`src/hdl/oewm_pkg.sv`:
```
package oewm_pkg;

	// word store capacity in letters
	localparam int unsigned MAX_LETTERS = 32;
	localparam int unsigned LETTER_W    = 8;
	localparam int unsigned OPCODE_W    = 2;
	// length counters must hold MAX_LETTERS itself
	localparam int unsigned LEN_W       = $clog2(MAX_LETTERS + 1);
	localparam int unsigned IDX_W       = $clog2(MAX_LETTERS);
	localparam int unsigned QUEUE_DEPTH = 2;
	localparam int unsigned QPTR_W      = $clog2(QUEUE_DEPTH);
	localparam int unsigned QCNT_W      = $clog2(QUEUE_DEPTH + 1);

	// opcodes on the input channel
	localparam logic [OPCODE_W-1:0] OP_APPEND_FIRST  = 2'd0;
	localparam logic [OPCODE_W-1:0] OP_APPEND_SECOND = 2'd1;
	localparam logic [OPCODE_W-1:0] OP_EVALUATE      = 2'd2;

	typedef enum logic [1:0] {
		KIND_APPEND_FIRST,
		KIND_APPEND_SECOND,
		KIND_EVAL
	} kind_t;

	typedef struct packed {
		kind_t                kind;
		logic [LETTER_W-1:0]  letter;
	} cmd_t;

	// head of the command queue as seen by the back end
	typedef struct packed {
		logic  valid;
		cmd_t  cmd;
	} q_head_t;

	typedef enum logic [1:0] {
		ST_IDLE,
		ST_READ,
		ST_CMP,
		ST_DONE
	} state_t;

	typedef enum logic [1:0] {
		MODE_SAME,
		MODE_FIRST_LONG,
		MODE_SECOND_LONG
	} mode_t;

endpackage

```
`src/hdl/oewm_in_if.sv`:
```
interface oewm_in_if;
	logic                                valid;
	logic                                ready;
	logic [oewm_pkg::OPCODE_W-1:0]       opcode;
	logic [oewm_pkg::LETTER_W-1:0]       letter;

	modport source (output valid, output opcode, output letter, input ready);
	modport sink (input valid, input opcode, input letter, output ready);
endinterface

```
`src/hdl/oewm_out_if.sv`:
```
interface oewm_out_if;
	logic valid;
	logic ready;
	logic related;
	logic overflow;

	modport source (output valid, output related, output overflow, input ready);
	modport sink (input valid, input related, input overflow, output ready);
endinterface

```
`src/hdl/oewm_ram.sv`:
```
module oewm_ram #(
	parameter int unsigned WIDTH = 8,
	parameter int unsigned DEPTH = 32
) (
	input  logic                     clk,
	input  logic                     we,
	input  logic [$clog2(DEPTH)-1:0] waddr,
	input  logic [WIDTH-1:0]         wdata,
	input  logic                     re,
	input  logic [$clog2(DEPTH)-1:0] raddr,
	output logic [WIDTH-1:0]         rdata
);

	logic [WIDTH-1:0] mem [DEPTH];

	always_ff @(posedge clk) begin
		if (we) begin
			mem[waddr] <= wdata;
		end
	end

	// registered read port
	always_ff @(posedge clk) begin
		if (re) begin
			rdata <= mem[raddr];
		end
	end

endmodule

```
`src/hdl/oewm_front.sv`:
```
module oewm_front (
	input  logic              clk,
	input  logic              arst_n,
	oewm_in_if.sink           item,
	input  logic              pop,
	output oewm_pkg::q_head_t head
);

	logic                          accept;
	logic                          push;
	oewm_pkg::cmd_t                cmd;
	oewm_pkg::cmd_t                q_mem_q [oewm_pkg::QUEUE_DEPTH];
	logic [oewm_pkg::QPTR_W-1:0]   wr_ptr_q;
	logic [oewm_pkg::QPTR_W-1:0]   rd_ptr_q;
	logic [oewm_pkg::QCNT_W-1:0]   count_q;
	logic                          do_pop;

	assign item.ready = (count_q != oewm_pkg::QCNT_W'(oewm_pkg::QUEUE_DEPTH));
	assign accept     = item.valid && item.ready;

	// classify the beat; the unused opcode is accepted and dropped
	always_comb begin
		cmd.letter = item.letter;
		cmd.kind   = oewm_pkg::KIND_EVAL;
		push       = 1'b0;
		unique case (item.opcode)
			oewm_pkg::OP_APPEND_FIRST: begin
				cmd.kind = oewm_pkg::KIND_APPEND_FIRST;
				push     = accept;
			end
			oewm_pkg::OP_APPEND_SECOND: begin
				cmd.kind = oewm_pkg::KIND_APPEND_SECOND;
				push     = accept;
			end
			oewm_pkg::OP_EVALUATE: begin
				cmd.kind = oewm_pkg::KIND_EVAL;
				push     = accept;
			end
			default: begin
				push = 1'b0;
			end
		endcase
	end

	assign head.valid = (count_q != '0);
	assign head.cmd   = q_mem_q[rd_ptr_q];
	assign do_pop     = pop && head.valid;

	// queue storage
	always_ff @(posedge clk) begin
		if (push) begin
			q_mem_q[wr_ptr_q] <= cmd;
		end
	end

	// queue pointers and fill count
	always_ff @(posedge clk or negedge arst_n) begin
		if (!arst_n) begin
			wr_ptr_q <= '0;
			rd_ptr_q <= '0;
			count_q  <= '0;
		end else begin
			if (push) begin
				wr_ptr_q <= wr_ptr_q + 1'b1;
			end
			if (do_pop) begin
				rd_ptr_q <= rd_ptr_q + 1'b1;
			end
			if (push && !do_pop) begin
				count_q <= count_q + 1'b1;
			end else if (!push && do_pop) begin
				count_q <= count_q - 1'b1;
			end
		end
	end

endmodule

```
`src/hdl/oewm_back.sv`:
```
module oewm_back (
	input  logic              clk,
	input  logic              arst_n,
	input  oewm_pkg::q_head_t head,
	output logic              pop,
	oewm_out_if.source        result
);

	localparam int unsigned LW = oewm_pkg::LEN_W;
	localparam int unsigned IW = oewm_pkg::IDX_W;

	oewm_pkg::state_t             state_q;
	oewm_pkg::state_t             state_d;
	oewm_pkg::mode_t              mode_q;
	oewm_pkg::mode_t              eval_mode;

	logic [LW-1:0]                len_a_q;
	logic [LW-1:0]                len_b_q;
	logic                         ovf_q;
	logic [LW-1:0]                k_q;
	logic [LW-1:0]                n_q;
	logic                         shifted_q;
	logic                         mism_q;
	logic                         rel_q;
	logic                         res_ovf_q;
	logic                         out_valid_q;
	logic                         out_related_q;
	logic                         out_overflow_q;

	logic                         is_eval;
	logic                         is_app_a;
	logic                         is_app_b;
	logic                         a_full;
	logic                         b_full;
	logic                         we_a;
	logic                         we_b;
	logic                         re;
	logic [IW-1:0]                raddr_a;
	logic [IW-1:0]                raddr_b;
	logic [oewm_pkg::LETTER_W-1:0] rdata_a;
	logic [oewm_pkg::LETTER_W-1:0] rdata_b;

	logic                         same_len;
	logic                         a_long;
	logic                         b_long;
	logic [LW-1:0]                eval_n;
	logic                         eval_walk;
	logic                         eval_rel;

	logic                         eq;
	logic                         last;
	logic                         fail;
	logic                         redo;
	logic                         finish;
	logic                         load;

	// letter stores
	oewm_ram #(.WIDTH(oewm_pkg::LETTER_W), .DEPTH(oewm_pkg::MAX_LETTERS)) u_ram_a (
		.clk   (clk),
		.we    (we_a),
		.waddr (len_a_q[IW-1:0]),
		.wdata (head.cmd.letter),
		.re    (re),
		.raddr (raddr_a),
		.rdata (rdata_a)
	);

	oewm_ram #(.WIDTH(oewm_pkg::LETTER_W), .DEPTH(oewm_pkg::MAX_LETTERS)) u_ram_b (
		.clk   (clk),
		.we    (we_b),
		.waddr (len_b_q[IW-1:0]),
		.wdata (head.cmd.letter),
		.re    (re),
		.raddr (raddr_b),
		.rdata (rdata_b)
	);

	// command decode
	assign is_eval  = (head.cmd.kind == oewm_pkg::KIND_EVAL);
	assign is_app_a = (head.cmd.kind == oewm_pkg::KIND_APPEND_FIRST);
	assign is_app_b = (head.cmd.kind == oewm_pkg::KIND_APPEND_SECOND);
	assign a_full   = (len_a_q == LW'(oewm_pkg::MAX_LETTERS));
	assign b_full   = (len_b_q == LW'(oewm_pkg::MAX_LETTERS));

	// length relation at evaluate
	assign same_len = (len_a_q == len_b_q);
	assign a_long   = ({1'b0, len_a_q} == ({1'b0, len_b_q} + (LW+1)'(1)));
	assign b_long   = ({1'b0, len_b_q} == ({1'b0, len_a_q} + (LW+1)'(1)));

	always_comb begin
		eval_mode = oewm_pkg::MODE_SAME;
		eval_n    = len_a_q;
		eval_walk = 1'b0;
		eval_rel  = 1'b0;
		priority if (ovf_q) begin
			eval_rel = 1'b0;
		end else if (same_len) begin
			eval_mode = oewm_pkg::MODE_SAME;
			eval_n    = len_a_q;
			eval_walk = (len_a_q != '0);
			eval_rel  = 1'b1;
		end else if (a_long) begin
			eval_mode = oewm_pkg::MODE_FIRST_LONG;
			eval_n    = len_b_q;
			eval_walk = (len_b_q != '0);
			eval_rel  = 1'b1;
		end else if (b_long) begin
			eval_mode = oewm_pkg::MODE_SECOND_LONG;
			eval_n    = len_a_q;
			eval_walk = (len_a_q != '0);
			eval_rel  = 1'b1;
		end else begin
			eval_rel = 1'b0;
		end
	end

	// read addresses: the longer word runs one ahead once a skip is taken
	assign raddr_a = (mode_q == oewm_pkg::MODE_FIRST_LONG) ?
		IW'(k_q + LW'(shifted_q)) : k_q[IW-1:0];
	assign raddr_b = (mode_q == oewm_pkg::MODE_SECOND_LONG) ?
		IW'(k_q + LW'(shifted_q)) : k_q[IW-1:0];

	// compare step
	assign eq     = (rdata_a == rdata_b);
	assign last   = (({1'b0, k_q} + (LW+1)'(1)) == {1'b0, n_q});
	assign fail   = !eq && ((mode_q == oewm_pkg::MODE_SAME) ? mism_q : shifted_q);
	assign redo   = !eq && !shifted_q && (mode_q != oewm_pkg::MODE_SAME);
	assign finish = fail || (last && !redo);

	assign load = !out_valid_q || result.ready;

	// next state
	always_comb begin
		state_d = state_q;
		unique case (state_q)
			oewm_pkg::ST_IDLE: begin
				if (head.valid && is_eval) begin
					state_d = eval_walk ? oewm_pkg::ST_READ : oewm_pkg::ST_DONE;
				end
			end
			oewm_pkg::ST_READ: begin
				state_d = oewm_pkg::ST_CMP;
			end
			oewm_pkg::ST_CMP: begin
				state_d = finish ? oewm_pkg::ST_DONE : oewm_pkg::ST_READ;
			end
			oewm_pkg::ST_DONE: begin
				if (load) begin
					state_d = oewm_pkg::ST_IDLE;
				end
			end
			default: begin
				state_d = oewm_pkg::ST_IDLE;
			end
		endcase
	end

	// state outputs
	always_comb begin
		pop  = (state_q == oewm_pkg::ST_IDLE) && head.valid;
		we_a = pop && is_app_a && !a_full;
		we_b = pop && is_app_b && !b_full;
		re   = (state_q == oewm_pkg::ST_READ);
	end

	// control registers
	always_ff @(posedge clk or negedge arst_n) begin
		if (!arst_n) begin
			state_q     <= oewm_pkg::ST_IDLE;
			len_a_q     <= '0;
			len_b_q     <= '0;
			ovf_q       <= 1'b0;
			out_valid_q <= 1'b0;
		end else begin
			state_q <= state_d;
			if (pop) begin
				if (is_eval) begin
					len_a_q <= '0;
					len_b_q <= '0;
					ovf_q   <= 1'b0;
				end else if (is_app_a) begin
					if (a_full) begin
						ovf_q <= 1'b1;
					end else begin
						len_a_q <= len_a_q + 1'b1;
					end
				end else if (is_app_b) begin
					if (b_full) begin
						ovf_q <= 1'b1;
					end else begin
						len_b_q <= len_b_q + 1'b1;
					end
				end
			end
			if (state_q == oewm_pkg::ST_DONE && load) begin
				out_valid_q <= 1'b1;
			end else if (result.ready) begin
				out_valid_q <= 1'b0;
			end
		end
	end

	// walk and result payload
	always_ff @(posedge clk) begin
		unique case (state_q)
			oewm_pkg::ST_IDLE: begin
				if (pop && is_eval) begin
					mode_q    <= eval_mode;
					n_q       <= eval_n;
					k_q       <= '0;
					shifted_q <= 1'b0;
					mism_q    <= 1'b0;
					rel_q     <= eval_rel;
					res_ovf_q <= ovf_q;
				end
			end
			oewm_pkg::ST_CMP: begin
				rel_q <= !fail;
				if (redo) begin
					shifted_q <= 1'b1;
				end else begin
					k_q <= k_q + 1'b1;
				end
				if (!eq) begin
					mism_q <= 1'b1;
				end
			end
			oewm_pkg::ST_DONE: begin
				if (load) begin
					out_related_q  <= rel_q;
					out_overflow_q <= res_ovf_q;
				end
			end
			default: begin
			end
		endcase
	end

	assign result.valid    = out_valid_q;
	assign result.related  = out_related_q;
	assign result.overflow = out_overflow_q;

endmodule

```
`src/hdl/one_edit_word_match.sv`:
```
// Checks whether two words are at most one edit apart. Beats with opcode 0
// and 1 append a letter to the first and second word; a beat with opcode 2
// returns one result (related, overflow) and clears both words; opcode 3 is
// accepted and ignored. Each word holds oewm_pkg::MAX_LETTERS letters;
// further letters are dropped and the next result reports overflow with
// related low. A two-entry command queue separates input acceptance from
// execution. An evaluate walks the words through the registered read ports
// of the two letter stores, each compared position passing through a read
// state and a compare state; a position is compared again when a letter of
// the longer word is skipped, the walk stops early on a mismatch, and no
// walk is done when none is needed (overflow, an empty shorter word, or
// lengths two or more apart); a result then waits in an output register
// while later appends proceed.
module one_edit_word_match (
	input  logic        clk,
	input  logic        arst_n,
	oewm_in_if.sink     item,
	oewm_out_if.source  result
);

	oewm_pkg::q_head_t head;
	logic              pop;

	oewm_front u_front (
		.clk    (clk),
		.arst_n (arst_n),
		.item   (item),
		.pop    (pop),
		.head   (head)
	);

	oewm_back u_back (
		.clk    (clk),
		.arst_n (arst_n),
		.head   (head),
		.pop    (pop),
		.result (result)
	);

endmodule
```
`src/flat_wrapper.sv`:
```
// flat-port wrapper written by rule: the top's interface ports become plain ports
module one_edit_word_match_flat 
  (clk, arst_n, item_valid, item_opcode, item_letter, item_ready, result_valid, result_related, result_overflow, result_ready);
  oewm_in_if item_i ();
  oewm_out_if result_i ();
  input  logic clk;
  input  logic arst_n;
  input wire logic [$bits(item_i.valid)-1:0] item_valid;
  input wire logic [$bits(item_i.opcode)-1:0] item_opcode;
  input wire logic [$bits(item_i.letter)-1:0] item_letter;
  output wire logic [$bits(item_i.ready)-1:0] item_ready;
  output wire logic [$bits(result_i.valid)-1:0] result_valid;
  output wire logic [$bits(result_i.related)-1:0] result_related;
  output wire logic [$bits(result_i.overflow)-1:0] result_overflow;
  input wire logic [$bits(result_i.ready)-1:0] result_ready;
  assign item_i.valid = item_valid;
  assign item_i.opcode = item_opcode;
  assign item_i.letter = item_letter;
  assign item_ready = item_i.ready;
  assign result_valid = result_i.valid;
  assign result_related = result_i.related;
  assign result_overflow = result_i.overflow;
  assign result_i.ready = result_ready;
  one_edit_word_match u_core (.clk(clk), .arst_n(arst_n), .item(item_i), .result(result_i));
endmodule
```
`config.mk`:
```
export PLATFORM = sky130hd
export DESIGN_NAME = one_edit_word_match_flat
export DESIGN_NICKNAME = d
export VERILOG_FILES = /design/src/hdl/oewm_pkg.sv /design/src/hdl/oewm_in_if.sv /design/src/hdl/oewm_out_if.sv /design/src/hdl/oewm_ram.sv /design/src/hdl/oewm_front.sv /design/src/hdl/oewm_back.sv /design/src/hdl/one_edit_word_match.sv /design/src/flat_wrapper.sv
export SDC_FILE = /design/constraint.sdc
export NUM_CORES = 1
export LEC_CHECK = 0
export BUFFER_PORTS_ARGS = -buffer_cell sky130_fd_sc_hd__buf_2
export CAP_MARGIN = 5
export CORE_ASPECT_RATIO = 0.8
export CORE_UTILIZATION = 40
export DETAILED_ROUTE_END_ITERATION = 7
export GPL_TIMING_DRIVEN = 0
export SLEW_MARGIN = 10
export SYNTH_ARGS = -nofsm -noshare
export SYNTH_HDL_FRONTEND = slang
export SYNTH_SLANG_ARGS = --single-unit
```
`constraint.sdc`:
```
create_clock -name clk -period 4.6 [get_ports clk]
set_input_delay 1.15 -clock clk [delete_from_list [all_inputs] [get_ports clk]]
set_output_delay 1.15 -clock clk [all_outputs]
set_load 0.01 [all_outputs]
```
==> results of run 1 <==
## cells by family (layout without fill, tap and decap cells)
family,Yosys count,count (layout),synth area share [%]
buf+inv,99,222,2.04
fa+ha+maj,17,17,0.874
mux,167,167,9.14
compound gates,273,273,7.48
xor+xnor,40,40,1.44
flops,588,588,72.1
other cells,0,1,0
simple gates,384,384,6.90
## worst max-delay path: stages (launching register included)
cell,delay (ps)
edfxtp_1,430
ha_1,260
ha_1,350
mux2i_1,220
buf_2,430
clkbuf_1,470
nand2_1,130
a22oi_1,200
o22ai_1,230
a2111oi_1,670
## routing by layer
layer  wire, um  share of wire [%]
met5          0                  0
met4        831                1.5
met3       5400                9.5
met2      24100                 42
met1      26500                 47
## how the worst max path moves through the flow
stage                                       start                              to  slack (ps)
after floorplan              u_core.u_back.k_q[0]  u_core.u_back.u_ram_b.rdata[2]        2030
after global placement    u_core.u_back.shifted_q  u_core.u_back.u_ram_b.rdata[1]         850
after detailed placement     u_core.u_back.k_q[0]  u_core.u_back.u_ram_a.rdata[3]         960
after CTS                 u_core.u_back.shifted_q  u_core.u_back.u_ram_a.rdata[3]         960
after global routing         u_core.u_back.k_q[0]  u_core.u_back.u_ram_a.rdata[3]         780
final                     u_core.u_back.shifted_q  u_core.u_back.u_ram_a.rdata[3]         920
## metrics by stage
stage / setup slack (ps) / total power, mW
after CTS: 959 / 18.3
after global routing: 777 / 19.1
after floorplan: 2030 / 11.4
after detailed placement: 960 / 13.6
after global placement: 850 / 13.5
final: 919 / 18.3
## layout make-up
cell class	instances	area (sq um)	area share, %
Antenna cell	1	2.50	0.00916
Buffer	83	435	1.59
Clock buffer	71	1520	5.57
Clock inverter	34	343	1.25
Inverter	16	60.1	0.220
Multi-Input combinational cell	881	6320	23.1
Sequential cell	588	17600	64.3
Tap cell	779	975	3.57
Timing Repair Buffer	18	105	0.385
## registers in the layout, indices dropped and copies added (netlist names), 6 cells and up
| name | cells |
|---|---|
| u_core.u_back.k_q | 6 |
| u_core.u_back.len_a_q | 6 |
| u_core.u_back.len_b_q | 6 |
| u_core.u_back.n_q | 6 |
| u_core.u_back.u_ram_a.mem | 256 |
| u_core.u_back.u_ram_a.rdata | 8 |
| u_core.u_back.u_ram_b.mem | 256 |
| u_core.u_back.u_ram_b.rdata | 8 |
| u_core.u_front.q_mem_q | 20 |
## power breakdown
part | internal (mW) | leakage [nW] | total [mW] | switching (mW)
Clock | 2.73 | 0.911 | 4.69 | 1.97
Sequential | 6.83 | 5.37 | 7.01 | 0.184
Combinational | 2.27 | 2.79 | 6.55 | 4.28
Total | 11.8 | 9.08 | 18.3 | 6.43
## cells in the final DEF (no fill, tap or decap), types with 12 or more instances in the layout
cell type	netlist	layout
a2111oi_1	15	15
a21oi_1	98	98
a22oi_1	34	34
a32oi_1	26	26
buf_2	27	44
clkbuf_1	32	44
clkbuf_16	0	59
clkinv_1	0	12
dfrtp_1	20	20
edfxtp_1	568	568
ha_1	17	17
inv_1	16	16
mux2_2	32	25
mux2i_1	94	94
mux4_2	39	39
nand2_1	186	186
nand2b_1	18	18
nand3_1	18	18
nor2_1	100	99
nor3_1	13	12
o21ai_0	21	21
o22ai_1	37	37
xnor2_1	24	24
xor2_1	16	16
==> run_results.csv, run 1 <==
group,metric,value,unit
power,total_leakage_power,9.08,nW
global_route,grt_max_degree,65,
sta,finalCritPeriodShare,80.0,%
worst_hold_path,hold_depth,1,
synthesis,synth_top_cell_area_share,70.1,%
sta,drv_slew,0,
synthesis,yosys-top-cells-count,"edfxtp_1 (568), nand2_1 (186), nor2_1 (100)",
synthesis,yosysWarningCount,0,
synthesis,yosysTopAreaCell,"edfxtp_1",
sta,hold_viol,0,
clock_network,h-tree-depth,2,
clock_network,cts_tree,"yes",
critical_path,cp-start-kind,"flop",
sta,rsz0062_at_grt,"false",
route,drtAntennaViolNets,0,
global_route,met2_usage,26.1,%
cells_and_area,final_core_util,45.6,%
clock_network,clock_path_buffers,3,
global_route,use_met1,27.9,%
placed_design,dpl.hpwl,36700,um
cells_and_area,nFillCells,5182,
worst_hold_path,hp-start,"u_core.u_front.wr_ptr_q",
critical_path,r2r-end,"u_core.u_back.u_ram_a.rdata[3]",
cells_and_area,drive_above_1_share,13.5,%
placed_design,placed_area,25400,sq um
run_status,outcome,"finished, final reports clean",
critical_path,worstPathMaxFanout,10,
global_route,grtUsageTotal,18.3,%
cells_and_area,design_area,27300,sq um
critical_path,cp.required,4920,ps
synthesis,ys_top_cells_by_area,"edfxtp_1 (70%), mux2i_1 (3.9%), mux4_2 (3.6%), nand2_1 (2.9%), dfrtp_1 (2.1%)",
worst_hold_path,holdPathEnd,"u_core.u_front.wr_ptr_q",
critical_path,rr_startpoint,"u_core.u_back.shifted_q",
global_route,grt.overflow.total,0,
synthesis,synth-async-reset-ratio,3.40,%
critical_path,reg2reg_depth,9,
power,peakVddDrop,0.000589,V
floorplanning,die_w,278,um
worst_hold_path,hp-class,"reg -> reg",
clock_network,insertion_delay,620,ps
synthesis,synth_area,24300,sq um
route,routed_wl,56800,um
synthesis,syn_nets,1599,
synthesis,synth.distinct_cells,59,
route,routed_via_density,5.58,
floorplanning,dieArea,61900,sq um
route,drtIter0Drc,1456,
synthesis,avgSynthCellArea,15.5,sq um
critical_path,critPathArrivalTime,4000,ps
synthesis,ys.flop_type,"edfxtp_1",
route,first_pass_iters,5,
floorplanning,fp-row-count,80,
cells_and_area,finalNetCount,1676,
clock_network,cts_setup_buffers,0,
sta,fin_setup_tns,0,ps
sta,finalSetupViolCount,0,
critical_path,worst-setup-path-type,"reg -> reg",
floorplanning,core,59900,sq um
synthesis,seq_area_frac_synth,72.1,%
global_route,grt_pass1_wl,84500,um
floorplanning,fp.dieH,223,um
placed_design,port_buffers,17,
floorplanning,io_pins,18,
clock_network,cts_made_buffers,57,
sta,fin_crit,3680,ps
synthesis,yosys.cell_count.top_type,"edfxtp_1",
global_route,met3_usage,5.18,%
clock_network,clkSinkCount,588,
sta,timing.hold.ws,496,ps
floorplanning,initial_core_util,40.7,%
synthesis,synth_edf_count,568,
clock_network,cts_root_buf,"clkbuf_16",
route,vias,13800,
job,cap_violations,0,
global_route,antenna_found_initial,1,
cells_and_area,synthToLayoutAreaGrowth,12.2,%
critical_path,critPathCaptureType,"flop",
clock_network,clk_pin_slew,60,ps
power,cellPowerDensity,668,nW/um^2
critical_path,rrSetupSlack,920,ps
route,wl_per_cell,23.0,um
sta,clock.fmax,272,MHz
cells_and_area,layoutNonFillerInstCount,2471,
clock_network,ctsResizeCount,0,
synthesis,synthCells,1568,
sta,slew_headroom,15.9,%
sta,fin_worst_skew,28.3,ps
placed_design,dp.cells,2365,
placed_design,gp_congestion,0.879,
clock_network,ctsHoldBuffers,0,
global_route,gr-max-usage-layer,"met1",
synthesis,synth.ff_latch_count,588,
global_route,grt_pass1_vias,13400,
route,route.detailed.drc,0,
sta,worst_slew_pin_slew,1260,ps
No activity file was read; power rests on OpenSTA's default activity.
==> run 2: changes to the inputs <==
clock period = 3.3 ns   (was 4.6 ns; I/O delays follow)
==> run 2 against run 1 <==
First-iteration DRC count decreased by 10%. Core utilization increased by 0.33 points. Non-clock buffer count is 4 higher. Critical endpoint is now u_core.u_back.u_ram_b.rdata[2]. Clock skew up 5.5 ps. Cell count up 0.12%. Routed wire length is 0.21% higher.
==> run_results.csv, run 2 (synthesis results as in run 1) <==
group,metric,value,unit
route,route.detailed.drc,0,
sta,fin_worst_skew,33.8,ps
floorplanning,initial_core_util,40.7,%
power,cellPowerDensity,936,nW/um^2
critical_path,worstPathMaxFanout,10,
route,first_pass_iters,5,
floorplanning,io_pins,18,
clock_network,ctsHoldBuffers,0,
critical_path,rrSetupSlack,130,ps
cells_and_area,synthToLayoutAreaGrowth,13.1,%
sta,drv_slew,0,
clock_network,clkSinkCount,588,
sta,fin_crit,3170,ps
sta,worst_slew_pin_slew,1250,ps
route,drtAntennaViolNets,0,
floorplanning,dieArea,61900,sq um
route,wl_per_cell,23.0,um
cells_and_area,final_common_cell,"edfxtp_1",
global_route,grt_pass1_wl,84600,um
cells_and_area,nFillCells,5156,
sta,finalSetupViolCount,0,
sta,slew_headroom,16.7,%
placed_design,gp_congestion,0.879,
global_route,grt.overflow.total,0,
global_route,antenna_found_initial,0,
route,routed_wl,57000,um
cells_and_area,final_core_util,46.0,%
critical_path,worst-setup-path-type,"reg -> reg",
clock_network,cts_root_buf,"clkbuf_16",
critical_path,critPathCaptureType,"flop",
global_route,grt_pass1_vias,13400,
clock_network,clk_pin_slew,60,ps
global_route,grt_max_degree,65,
clock_network,cts_tree,"yes",
cells_and_area,mostFrequentLayoutCells,"edfxtp_1 (568), nand2_1 (186), a21oi_1 (98), mux2i_1 (94), nor2_1 (88)",
critical_path,cp.required,3620,ps
cells_and_area,multi_input_area,6470,sq um
placed_design,dpl.hpwl,36700,um
sta,timing.hold.ws,181,ps
power,peakVddDrop,0.000812,V
power,total_leakage_power,9.15,nW
worst_hold_path,hp-class,"in -> async",
cells_and_area,regArea,17600,sq um
cells_and_area,drive_above_1_share,15.9,%
critical_path,cp-start-kind,"flop",
critical_path,crit_start,"u_core.u_back.shifted_q",
critical_path,critPathArrivalTime,3490,ps
run_status,outcome,"finished, final reports clean",
floorplanning,fp-row-count,80,
sta,clock.fmax,315,MHz
route,routed_via_density,5.58,
clock_network,insertion_delay,630,ps
sta,hold_viol,0,
clock_network,h-tree-depth,2,
route,vias,13800,
floorplanning,core,59900,sq um
job,cap_violations,0,
floorplanning,fp.dieH,223,um
placed_design,port_buffers,17,
cells_and_area,insertedDiodeCount,0,
cells_and_area,reg.largest.list,"u_core.u_back.u_ram_a.mem (256), u_core.u_back.u_ram_b.mem (256), u_core.u_front.q_mem_q (20)",
clock_network,clock_path_buffers,3,
global_route,grtUsageTotal,18.4,%
sta,finalCritPeriodShare,96.2,%
cells_and_area,finalNetCount,1680,
route,drtIter0Drc,1309,
critical_path,rr_startpoint,"u_core.u_back.shifted_q",
clock_network,cts_made_buffers,57,
floorplanning,die_w,278,um
-- run 2: cell types whose count changed in the layout (fill, tap and decap cells not counted), moves of 3 or more --
cell       previous run  this run
a2111oi_2             1        11
clkbuf_1             44        38
nor2_2                2        13
buf_4                 6        11
a32oi_1              26        21
nor2_1               99        88
buf_1                 9         6
a2111oi_1            15         4
a32oi_2               0         5
clkbuf_2              0         7
-- run 2: stage by stage --
| stage | instances | setup TNS [ps] | power, mW | setup WS [ps] | cell area [sq um] |
|---|---|---|---|---|---|
| after floorplan | 1568 | 0 | 15.9 | 727 | 24300 |
| after global placement | 2364 | -4100 | 18.8 | -450 | 25400 |
| after detailed placement | 2365 | -4570 | 19.0 | -340 | 25400 |
| after CTS | 2471 | -3020 | 25.7 | -62.0 | 27400 |
| after global routing | 2474 | -18.4 | 26.9 | -15.9 | 27500 |
| final | 2474 | 0 | 25.8 | 126 | 27500 |
-- run 2: timing repair --
item / in CTS / in global routing
buffers inserted: 1 / 3
gates resized for setup: 28 / 17
setup endpoints to repair: 120 / 512
hold endpoints to repair: 0 / 0
-- run 2: routing by layer --
| metal | vias up | GRT usage, % | share of wire [%] |
|---|---|---|---|
| li1 | 6246 | - | - |
| met1 | 6940 | 27.7 | 46 |
| met2 | 564 | 26.3 | 43 |
| met3 | 65 | 5.37 | 10 |
| met4 | 0 | 3.49 | 1.4 |
| met5 | - | 0 | 0 |
-- run 2: cell type report --
class                      count  area share [%]
timing repair buffer          22           0.491
sequential                   588            63.8
tap                          779            3.54
inverter                      16           0.218
multi-input combinational    881            23.5
buffer                        83            1.65
clock buffer                  71            5.53
clock inverter                34            1.25
-- run 2: worst paths after layout --
path / end / cells past startpoint
min in group clk: u_core.u_front.q_mem_q[0][5] / 1
worst max-delay path: u_core.u_back.u_ram_b.rdata[2] / 8
worst min-delay path: u_core.u_back.result.valid / 1
worst max register to register: u_core.u_back.u_ram_b.rdata[2] / 8
worst min register to register: u_core.u_front.wr_ptr_q / 1
max in group asynchronous: u_core.u_back.len_a_q[0] / 1
-- run 2: where the power goes --
group	total, mW	internal (mW)	leakage, nW	switching, mW
sequential	9.77	9.51	5.37	0.256
clock	6.55	3.80	0.911	2.75
combinational	9.44	3.36	2.87	6.08
-- run 2: critical path, stage by stage, from the launching register on --
cell and delay, ps:
edfxtp_1 430, ha_1 260, ha_1 350, mux2i_4 290, buf_2 320, buf_1 450
a32oi_1 190, o22ai_1 500, a2111oi_2 90
